## src/sv/ghst_pkg.sv

```systemverilog
// Package: types, constants and helpers for the generational handle slot table.
package ghst_pkg;

   localparam int SLOT_COUNT = 64;
   localparam int GEN_BITS   = 16;
   localparam int POS_W      = $clog2(SLOT_COUNT);
   localparam int IDX_W      = 7;
   localparam int ACT_W      = 2;
   localparam int STS_W      = 2;

   typedef enum logic [ACT_W-1:0] {
      ACT_CREATE   = 2'd0,
      ACT_DESTROY  = 2'd1,
      ACT_VALIDATE = 2'd2,
      ACT_CLEAR    = 2'd3
   } action_type;

   typedef enum logic [STS_W-1:0] {
      STS_OK      = 2'd0,
      STS_INVALID = 2'd1,
      STS_KIND    = 2'd2,
      STS_FULL    = 2'd3
   } status_type;

   typedef enum logic {
      ST_IDLE = 1'b0,
      ST_EXEC = 1'b1
   } state_type;

   typedef struct packed {
      logic             found;
      logic [POS_W-1:0] pos;
   } free_type;

   // lowest clear bit of the occupancy vector
   function automatic free_type first_free(input logic [SLOT_COUNT-1:0] occ);
      free_type res;
      res.found = 1'b0;
      res.pos   = '0;
      for (int i = SLOT_COUNT - 1; i >= 0; i--) begin
         if (!occ[i]) begin
            res.found = 1'b1;
            res.pos   = POS_W'(i);
         end
      end
      return res;
   endfunction

endpackage

```

## src/sv/ghst_if.sv

```systemverilog
// Interfaces: request and response channels of the slot table.
interface ghst_req_if;
   logic                          valid;
   logic                          ready;
   logic [ghst_pkg::ACT_W-1:0]    action;
   logic [ghst_pkg::IDX_W-1:0]    slot_index;
   logic [ghst_pkg::GEN_BITS-1:0] slot_generation;
   logic                          kind;
   logic                          check_kind;

   modport source (output valid, action, slot_index, slot_generation, kind, check_kind,
                   input ready);
   modport sink   (input valid, action, slot_index, slot_generation, kind, check_kind,
                   output ready);
endinterface

interface ghst_rsp_if;
   logic                          valid;
   logic                          ready;
   logic [ghst_pkg::STS_W-1:0]    status;
   logic [ghst_pkg::IDX_W-1:0]    handle_index;
   logic [ghst_pkg::GEN_BITS-1:0] handle_generation;

   modport source (output valid, status, handle_index, handle_generation, input ready);
   modport sink   (input valid, status, handle_index, handle_generation, output ready);
endinterface

```

## src/sv/generational_handle_slot_table_top.sv

```systemverilog
// Top level: generational handle slot table with slot memories and occupancy flags.
//
//   channel    dir  handshake          payload
//   req_chan   in   valid / ready      action, slot_index, slot_generation, kind, check_kind
//   rsp_chan   out  valid / ready      status, handle_index, handle_generation
//
// Each transaction passes an accept cycle, which reads the slot's generation and kind
// memories, and an execute state, which checks the handle and writes back.
// A waiting response holds the block in execute until it is taken.
// Reset is synchronous and clears occupancy and generation-valid flags;
// an unwritten generation reads as one.
module generational_handle_slot_table_top (
   input  logic          clock,
   input  logic          reset,
   ghst_req_if.sink      req_chan,
   ghst_rsp_if.source    rsp_chan
);

   localparam int PW = ghst_pkg::POS_W;
   localparam int IW = ghst_pkg::IDX_W;
   localparam int GW = ghst_pkg::GEN_BITS;
   localparam int SC = ghst_pkg::SLOT_COUNT;

   logic [GW-1:0] gen_mem  [SC];
   logic          kind_mem [SC];

   ghst_pkg::state_type  state_ff, state_in;
   logic [SC-1:0]        occupied_ff, occupied_in;
   logic [SC-1:0]        gen_vld_ff, gen_vld_in;

   ghst_pkg::action_type action_ff;
   logic [PW-1:0]        pos_ff;
   logic [GW-1:0]        gen_ff;
   logic                 kind_ff, check_ff, in_range_ff, full_ff;
   logic [GW-1:0]        gen_rd_ff;
   logic                 kind_rd_ff;

   logic                 rsp_valid_ff, rsp_valid_in;
   ghst_pkg::status_type rsp_status_ff, rsp_status_in;
   logic [IW-1:0]        rsp_idx_ff, rsp_idx_in;
   logic [GW-1:0]        rsp_gen_ff, rsp_gen_in;

   logic                 accept, exec_fire, req_ready;
   ghst_pkg::free_type   free_slot;
   logic [PW-1:0]        rd_addr;
   logic [GW-1:0]        gen_cur, gen_next;
   logic                 handle_ok;
   logic                 wr_gen, wr_kind;

   assign accept = req_chan.valid && req_ready;
   assign free_slot = ghst_pkg::first_free(occupied_ff);
   assign rd_addr = (ghst_pkg::action_type'(req_chan.action) == ghst_pkg::ACT_CREATE)
                  ? free_slot.pos : PW'(req_chan.slot_index - IW'(1));

   // next state
   always_comb begin
      state_in = state_ff;
      case (state_ff)
         ghst_pkg::ST_IDLE: if (accept) state_in = ghst_pkg::ST_EXEC;
         ghst_pkg::ST_EXEC: if (exec_fire) state_in = ghst_pkg::ST_IDLE;
         default:           state_in = ghst_pkg::ST_IDLE;
      endcase
   end

   // state outputs
   always_comb begin
      req_ready = 1'b0;
      exec_fire = 1'b0;
      case (state_ff)
         ghst_pkg::ST_IDLE: req_ready = 1'b1;
         ghst_pkg::ST_EXEC: exec_fire = !rsp_valid_ff || rsp_chan.ready;
         default:           req_ready = 1'b0;
      endcase
   end

   assign req_chan.ready = req_ready;

   always_ff @(posedge clock) begin
      if (accept) begin
         action_ff   <= ghst_pkg::action_type'(req_chan.action);
         pos_ff      <= rd_addr;
         gen_ff      <= req_chan.slot_generation;
         kind_ff     <= req_chan.kind;
         check_ff    <= req_chan.check_kind;
         in_range_ff <= (req_chan.slot_index != '0) && (req_chan.slot_index <= IW'(SC));
         full_ff     <= !free_slot.found;
         gen_rd_ff   <= gen_mem[rd_addr];
         kind_rd_ff  <= kind_mem[rd_addr];
      end
   end

   assign gen_cur   = gen_vld_ff[pos_ff] ? gen_rd_ff : GW'(1);
   assign gen_next  = ((gen_cur + GW'(1)) == '0) ? GW'(1) : gen_cur + GW'(1);
   assign handle_ok = in_range_ff && occupied_ff[pos_ff] && (gen_cur == gen_ff);

   always_comb begin
      occupied_in   = occupied_ff;
      gen_vld_in    = gen_vld_ff;
      rsp_valid_in  = rsp_valid_ff && !rsp_chan.ready;
      rsp_status_in = rsp_status_ff;
      rsp_idx_in    = rsp_idx_ff;
      rsp_gen_in    = rsp_gen_ff;
      wr_gen        = 1'b0;
      wr_kind       = 1'b0;
      if (exec_fire) begin
         rsp_valid_in  = 1'b1;
         rsp_status_in = ghst_pkg::STS_OK;
         rsp_idx_in    = '0;
         rsp_gen_in    = '0;
         case (action_ff)
            ghst_pkg::ACT_CREATE: begin
               if (full_ff) begin
                  rsp_status_in = ghst_pkg::STS_FULL;
               end else begin
                  occupied_in[pos_ff] = 1'b1;
                  wr_kind    = 1'b1;
                  rsp_idx_in = IW'(pos_ff) + IW'(1);
                  rsp_gen_in = gen_cur;
               end
            end
            ghst_pkg::ACT_DESTROY: begin
               if (!handle_ok) begin
                  rsp_status_in = ghst_pkg::STS_INVALID;
               end else begin
                  occupied_in[pos_ff] = 1'b0;
                  gen_vld_in[pos_ff]  = 1'b1;
                  wr_gen = 1'b1;
               end
            end
            ghst_pkg::ACT_VALIDATE: begin
               if (!handle_ok)
                  rsp_status_in = ghst_pkg::STS_INVALID;
               else if (check_ff && (kind_rd_ff != kind_ff))
                  rsp_status_in = ghst_pkg::STS_KIND;
            end
            default: begin
               occupied_in = '0;
               gen_vld_in  = '0;
            end
         endcase
      end
   end

   always_ff @(posedge clock) begin
      if (wr_gen)  gen_mem[pos_ff]  <= gen_next;
      if (wr_kind) kind_mem[pos_ff] <= kind_ff;
   end

   always_ff @(posedge clock) begin
      if (reset) begin
         state_ff     <= ghst_pkg::ST_IDLE;
         occupied_ff  <= '0;
         gen_vld_ff   <= '0;
         rsp_valid_ff <= 1'b0;
      end else begin
         state_ff     <= state_in;
         occupied_ff  <= occupied_in;
         gen_vld_ff   <= gen_vld_in;
         rsp_valid_ff <= rsp_valid_in;
      end
   end

   always_ff @(posedge clock) begin
      rsp_status_ff <= rsp_status_in;
      rsp_idx_ff    <= rsp_idx_in;
      rsp_gen_ff    <= rsp_gen_in;
   end

   assign rsp_chan.valid             = rsp_valid_ff;
   assign rsp_chan.status            = rsp_status_ff;
   assign rsp_chan.handle_index      = rsp_idx_ff;
   assign rsp_chan.handle_generation = rsp_gen_ff;

   // full only when every slot is taken
   a_full_means_all_taken: assert property (@(posedge clock) disable iff (reset)
      (state_ff == ghst_pkg::ST_EXEC && full_ff) |-> (&occupied_ff))
      else $error("full flagged with a free slot");

   a_clear_frees_all: assert property (@(posedge clock) disable iff (reset)
      (exec_fire && action_ff == ghst_pkg::ACT_CLEAR) |=> (occupied_ff == '0))
      else $error("clear left a slot occupied");

   a_destroy_frees_slot: assert property (@(posedge clock) disable iff (reset)
      (exec_fire && action_ff == ghst_pkg::ACT_DESTROY && handle_ok)
      |=> !occupied_ff[$past(pos_ff)])
      else $error("destroy left slot occupied");

   a_handle_gen_nonzero: assert property (@(posedge clock) disable iff (reset)
      (rsp_valid_ff && rsp_idx_ff != '0) |-> (rsp_gen_ff != '0))
      else $error("created handle carries generation zero");

   a_no_accept_in_exec: assert property (@(posedge clock) disable iff (reset)
      (state_ff == ghst_pkg::ST_EXEC) |-> !req_ready)
      else $error("transaction accepted while executing");

endmodule

```

## src/flat_wrapper.sv

```systemverilog
// flat-port wrapper written by rule: the top's interface ports become plain ports
module generational_handle_slot_table_top_flat 
  (clock, reset, req_chan_valid, req_chan_action, req_chan_slot_index, req_chan_slot_generation, req_chan_kind, req_chan_check_kind, req_chan_ready, rsp_chan_valid, rsp_chan_status, rsp_chan_handle_index, rsp_chan_handle_generation, rsp_chan_ready);
  ghst_req_if req_chan_i ();
  ghst_rsp_if rsp_chan_i ();
  input  logic clock;
  input  logic reset;
  input wire logic [$bits(req_chan_i.valid)-1:0] req_chan_valid;
  input wire logic [$bits(req_chan_i.action)-1:0] req_chan_action;
  input wire logic [$bits(req_chan_i.slot_index)-1:0] req_chan_slot_index;
  input wire logic [$bits(req_chan_i.slot_generation)-1:0] req_chan_slot_generation;
  input wire logic [$bits(req_chan_i.kind)-1:0] req_chan_kind;
  input wire logic [$bits(req_chan_i.check_kind)-1:0] req_chan_check_kind;
  output wire logic [$bits(req_chan_i.ready)-1:0] req_chan_ready;
  output wire logic [$bits(rsp_chan_i.valid)-1:0] rsp_chan_valid;
  output wire logic [$bits(rsp_chan_i.status)-1:0] rsp_chan_status;
  output wire logic [$bits(rsp_chan_i.handle_index)-1:0] rsp_chan_handle_index;
  output wire logic [$bits(rsp_chan_i.handle_generation)-1:0] rsp_chan_handle_generation;
  input wire logic [$bits(rsp_chan_i.ready)-1:0] rsp_chan_ready;
  assign req_chan_i.valid = req_chan_valid;
  assign req_chan_i.action = req_chan_action;
  assign req_chan_i.slot_index = req_chan_slot_index;
  assign req_chan_i.slot_generation = req_chan_slot_generation;
  assign req_chan_i.kind = req_chan_kind;
  assign req_chan_i.check_kind = req_chan_check_kind;
  assign req_chan_ready = req_chan_i.ready;
  assign rsp_chan_valid = rsp_chan_i.valid;
  assign rsp_chan_status = rsp_chan_i.status;
  assign rsp_chan_handle_index = rsp_chan_i.handle_index;
  assign rsp_chan_handle_generation = rsp_chan_i.handle_generation;
  assign rsp_chan_i.ready = rsp_chan_ready;
  generational_handle_slot_table_top u_core (.clock(clock), .reset(reset), .req_chan(req_chan_i), .rsp_chan(rsp_chan_i));
endmodule
```

## config.mk

```make
export PLATFORM = sky130hd
export DESIGN_NAME = generational_handle_slot_table_top_flat
export DESIGN_NICKNAME = d
export VERILOG_FILES = /design/src/sv/ghst_pkg.sv /design/src/sv/ghst_if.sv /design/src/sv/generational_handle_slot_table_top.sv /design/src/flat_wrapper.sv
export SDC_FILE = /design/constraint.sdc
export NUM_CORES = 2
export LEC_CHECK = 0
export ABC_AREA = 0
export BUFFER_PORTS_ARGS = -buffer_cell sky130_fd_sc_hd__buf_2
export CORE_MARGIN = 1.5
export CORE_UTILIZATION = 46
export DETAILED_ROUTE_END_ITERATION = 8
export HOLD_SLACK_MARGIN = 0.05
export PLACE_DENSITY = 0.68
export SETUP_SLACK_MARGIN = 0.05
export SYNTH_ARGS = -nofsm -noshare
export SYNTH_HDL_FRONTEND = slang
export SYNTH_SLANG_ARGS = --single-unit
export TNS_END_PERCENT = 100
```

## constraint.sdc

```tcl
create_clock -name clock -period 8.5 [get_ports clock]
set_input_delay 1.275 -clock clock [delete_from_list [all_inputs] [get_ports clock]]
set_output_delay 1.275 -clock clock [all_outputs]
set_load 0.005 [all_outputs]
```

==> impl_results.md <==
- Register area share after synthesis: about two thirds
- PortBufs: between 50 and 60
- Peak per-stage delay on the critical path: 0.59 ns
- Top cell type's share of synthesized area: about 64%
- Drt wl/cell: 26.1 µm
- Via density per instance: 6.08
- Crit. End Element: register
- Post-synthesis cell type count: 85
- Global-route usage over all layers: 23.4%
- Cts repair resizes: 0
- Ys async rst share: 0%
- EDFF count, synth: approximately 1200
- Fin. Hold Viols: 0
- Drt pass-1 iters: 6
- Worst-path clk slew: ~0.060 ns
- Post-Route WL: approximately 140 mm
- Sequential power share: 52.2%
- GRT overflow: 0
- MaxCap Viol Count: 0
- Synthesized area per cell: about 14 µm²
- Critical Path Fanout Max: 64
- Pint: 10.3 mW
- Fin Setup TNS: 0 ns
- Synth Area in Adders: less than 1%
- Sw frac: between 20% and 30%
- CTS H-tree depth: 4
- Slowest stage cell, crit path: edfxtp_1
- Die X: roughly 350 µm
- Largest cells by area after synthesis: edfxtp_1, mux2i_1, dfxtp_1, nand2_1, nor2_1
- Total core area: approximately 120000 µm²
- Leading area contributor after synthesis: edfxtp_1
- CP dominant cell by count: buf_4
- Clk network pwr share: between 40% and 50%
- WP data required: 8.95 ns
- CP Data Arrival Time: around 6.7 ns
- Final HPWL DP: between 80 and 90 mm
- Cell Rows: 126
- Worst r2r src: u_core.pos_ff[0]
- Period Utilization, post-route: 73.9%
- First-pass GRT wire length: 210 mm
- Antenna-violating nets left: 0
- Post-CTS setup repair buffer count: 0
- Clk sinks: approximately 1300
- Worst hold path class: reg2reg
- I/O pin count: 58
- CTS Hold Bufs: 0
- Post-synthesis xor/xnor area fraction: less than 1%
- Max frequency: between 150 and 200 MHz
- Initial core utilization: a little under half
- Die area: around 120000 µm²
- RR Endpoint: u_core.gen_mem[13][0]
- Max transition margin: approximately 8.1%
- #FFs+latches synth: approximately 1300
- Syn Nets: approximately 3900
- Largest family of logic cells by synthesized area: multiplexers
- Worst Hold Endpoint: u_core.gen_vld_ff[8]
- Die H: between 300 and 400 µm
- Leakage: 21.3 nW
- Worst setup SP type: register
- Synth Area in Compound Gates: between 8 and 9%
- Reg2reg path depth: 18
- Share of layout cells above drive strength 1: 13.7%
- Largest net degree at the start of global routing: 143
- Worst vdd ir: 0.000140 V
- CP Cell Sequence: buf_4 -> mux4_2 -> mux2i_1 -> o22ai_1 -> a21oi_2 -> and3_2 -> buf_4 -> or2_1 -> ha_1 -> nand2_1 -> nor3_1 -> nand3_1 -> xor2_1 -> nand3_1 -> a2111oi_0 -> nand4b_1 -> a21oi_4 -> buf_4
- Worst Skew: 0.0352 ns
- Cts bufs inserted: approximately 130
- Fin Hold WS: 0.462 ns
- Placer Congestion: 0.959
- Status: finished clean
- Root Driver: clkbuf_16
- Post-synth top flop: edfxtp_1
- Setup violations, final: 0
- Vias: roughly 33000
- Final min period: 6.29 ns
- CTS tree: built
- Post-Syn Instances: approximately 3800
- Worst Hold Depth: 1
- Util after Layout: between 50% and 60%
- Cell family contributing the most delay on the critical path: buffers and inverters
- Most frequent cell after synthesis: edfxtp_1
- Area grow syn2layout: 11.7%
- Antenna violations before repair: 2
- CTS Buffer Depth: 3
- Starting DRT DRC Count: approximately 4200
- Number of global-route vias before repair: 31845
- Post-synthesis mux area share: around an eighth
- Psw: between 3 and 4 mW
- WP buf/inv: 3
- Synth top cells by count: edfxtp_1, mux2i_1, nand2_1
- Nets: slightly below 4000
- RSZ-0062 raised after global routing: false
- Critical path type: reg2reg
- DRC viols: 0
- Hold path startpoint: u_core.gen_vld_ff[8]
- Gate power share: around 6.4%
- Reg2Reg Setup Slack: 2.21 ns
- Slew Viols, Final: 0
- Clk_lat worst skew: between 0.7 and 0.8 ns
- Worst-Margin Slew: 1.37 ns
- P per Cell Area: ~220 nW/µm²
- Synth Warn #: 0
- Post-Synth Simple-Gate Area: approximately 7.7%
- Netlist Area Pre-Place: ~55000 µm²
logic make-up after synthesis:
group                    count (synthesis)
buffers and inverters                  305
XOR/XNOR                                30
AND/OR/NAND/NOR                        873
multiplexers                           628
adder cells (fa/ha/maj)                  4
flip-flops                            1288
AO/OA/AOI/OAI                          688
worst max path at each step:
stage | startpoint | to | slack, ns | cells after the start
2_1_floorplan | u_core.pos_ff[0] | u_core.gen_mem[0][0] | 2.60 | 18
3_3_place_gp | u_core.pos_ff[0] | u_core.gen_mem[35][0] | 2.34 | 18
3_5_place_dp | u_core.pos_ff[0] | u_core.gen_mem[35][0] | 2.33 | 18
4_1_cts | u_core.pos_ff[0] | u_core.gen_mem[18][0] | 2.29 | 18
5_1_grt | u_core.pos_ff[0] | u_core.gen_mem[35][0] | 1.67 | 18
6_report | u_core.pos_ff[0] | u_core.gen_mem[13][0] | 2.21 | 18
sequential cells by signal, indices dropped and copies added (netlist names):
name / count
u_core.kind_rd_ff: 1
u_core.occupied_ff: 64
u_core.pos_ff: 6
u_core.gen_rd_ff: 16
u_core.check_ff: 1
u_core.rsp_chan.valid: 1
u_core.rsp_chan.status: 2
u_core.rsp_chan.handle_index: 7
u_core.kind_ff: 1
u_core.action_ff: 2
u_core.state_ff: 1
u_core.rsp_chan.handle_generation: 16
u_core.gen_ff: 16
u_core.in_range_ff: 1
u_core.full_ff: 1
u_core.kind_mem: 64
u_core.gen_mem: 1024
u_core.gen_vld_ff: 64
power groups by stage:
stage / clock (mW) / combinational (mW) / sequential, mW
2_1_floorplan: 0 / 0.593 / 7.04
3_3_place_gp: 0 / 0.841 / 7.11
3_5_place_dp: 0 / 0.851 / 7.11
4_1_cts: 5.62 / 0.853 / 6.98
5_1_grt: 5.87 / 0.910 / 6.98
6_report: 5.55 / 0.858 / 6.98
per-stage QoR:
step                      worst slack, ns  power, mW  cells  instance area (µm²)
final                                2.21       13.4   5502                61000
after global routing                 1.67       13.8   5501                61000
after CTS                            2.29       13.5   5501                61000
after global placement               2.34       7.95   5256                56900
after detailed placement             2.33       7.96   5256                56900
after floorplan                      2.60       7.64   3816                54600
placed cells by master, fill, tap and decap left out, drive strengths merged, types with 68 or more instances in the layout:
cell / Yosys / routed
buf: 136 / 184
clkbuf: 144 / 161
a31oi: 78 / 78
a21oi: 92 / 92
a211oi: 91 / 91
nand3: 68 / 68
mux2i: 591 / 591
nor2b: 97 / 97
dfxtp: 130 / 130
clkinv: 1 / 69
nor2: 202 / 202
o21ai: 151 / 151
a22oi: 68 / 68
edfxtp: 1158 / 1158
nand2: 315 / 315
routing by layer:
layer	vias to the layer above	GRT usage, %	part of all wire (%)
met4	0	9.54	4.0
li1	14841	-	-
met5	-	0	0
met2	1415	36.0	46
met3	286	4.17	7.7
met1	16890	33.1	42
cell type report:
type                    count  area [µm²]
clock inverters            84         637
flip-flops and latches   1288       37400
inverters                  25        93.8
repair buffers            184        1330
clock buffers             161        3500
well taps                1536        1920
diodes                      1        2.50
fillers                  9564       56900
multi-input cells        2223       16200
worst register-to-register path: stages (launching register included):
cell and delay, ns:
edfxtp_1 0.59, buf_4 0.59, mux4_2 0.61, mux2i_1 0.15
o22ai_1 0.12, a21oi_2 0.30, and3_2 0.23, buf_4 0.49
or2_1 0.25, ha_1 0.24, nand2_1 0.12, nor3_1 0.27
nand3_1 0.13, xor2_1 0.30, nand3_1 0.11, a2111oi_0 0.41
nand4b_1 0.26, a21oi_4 0.21, buf_4 0.52
(Power assumes the default switching activity.)
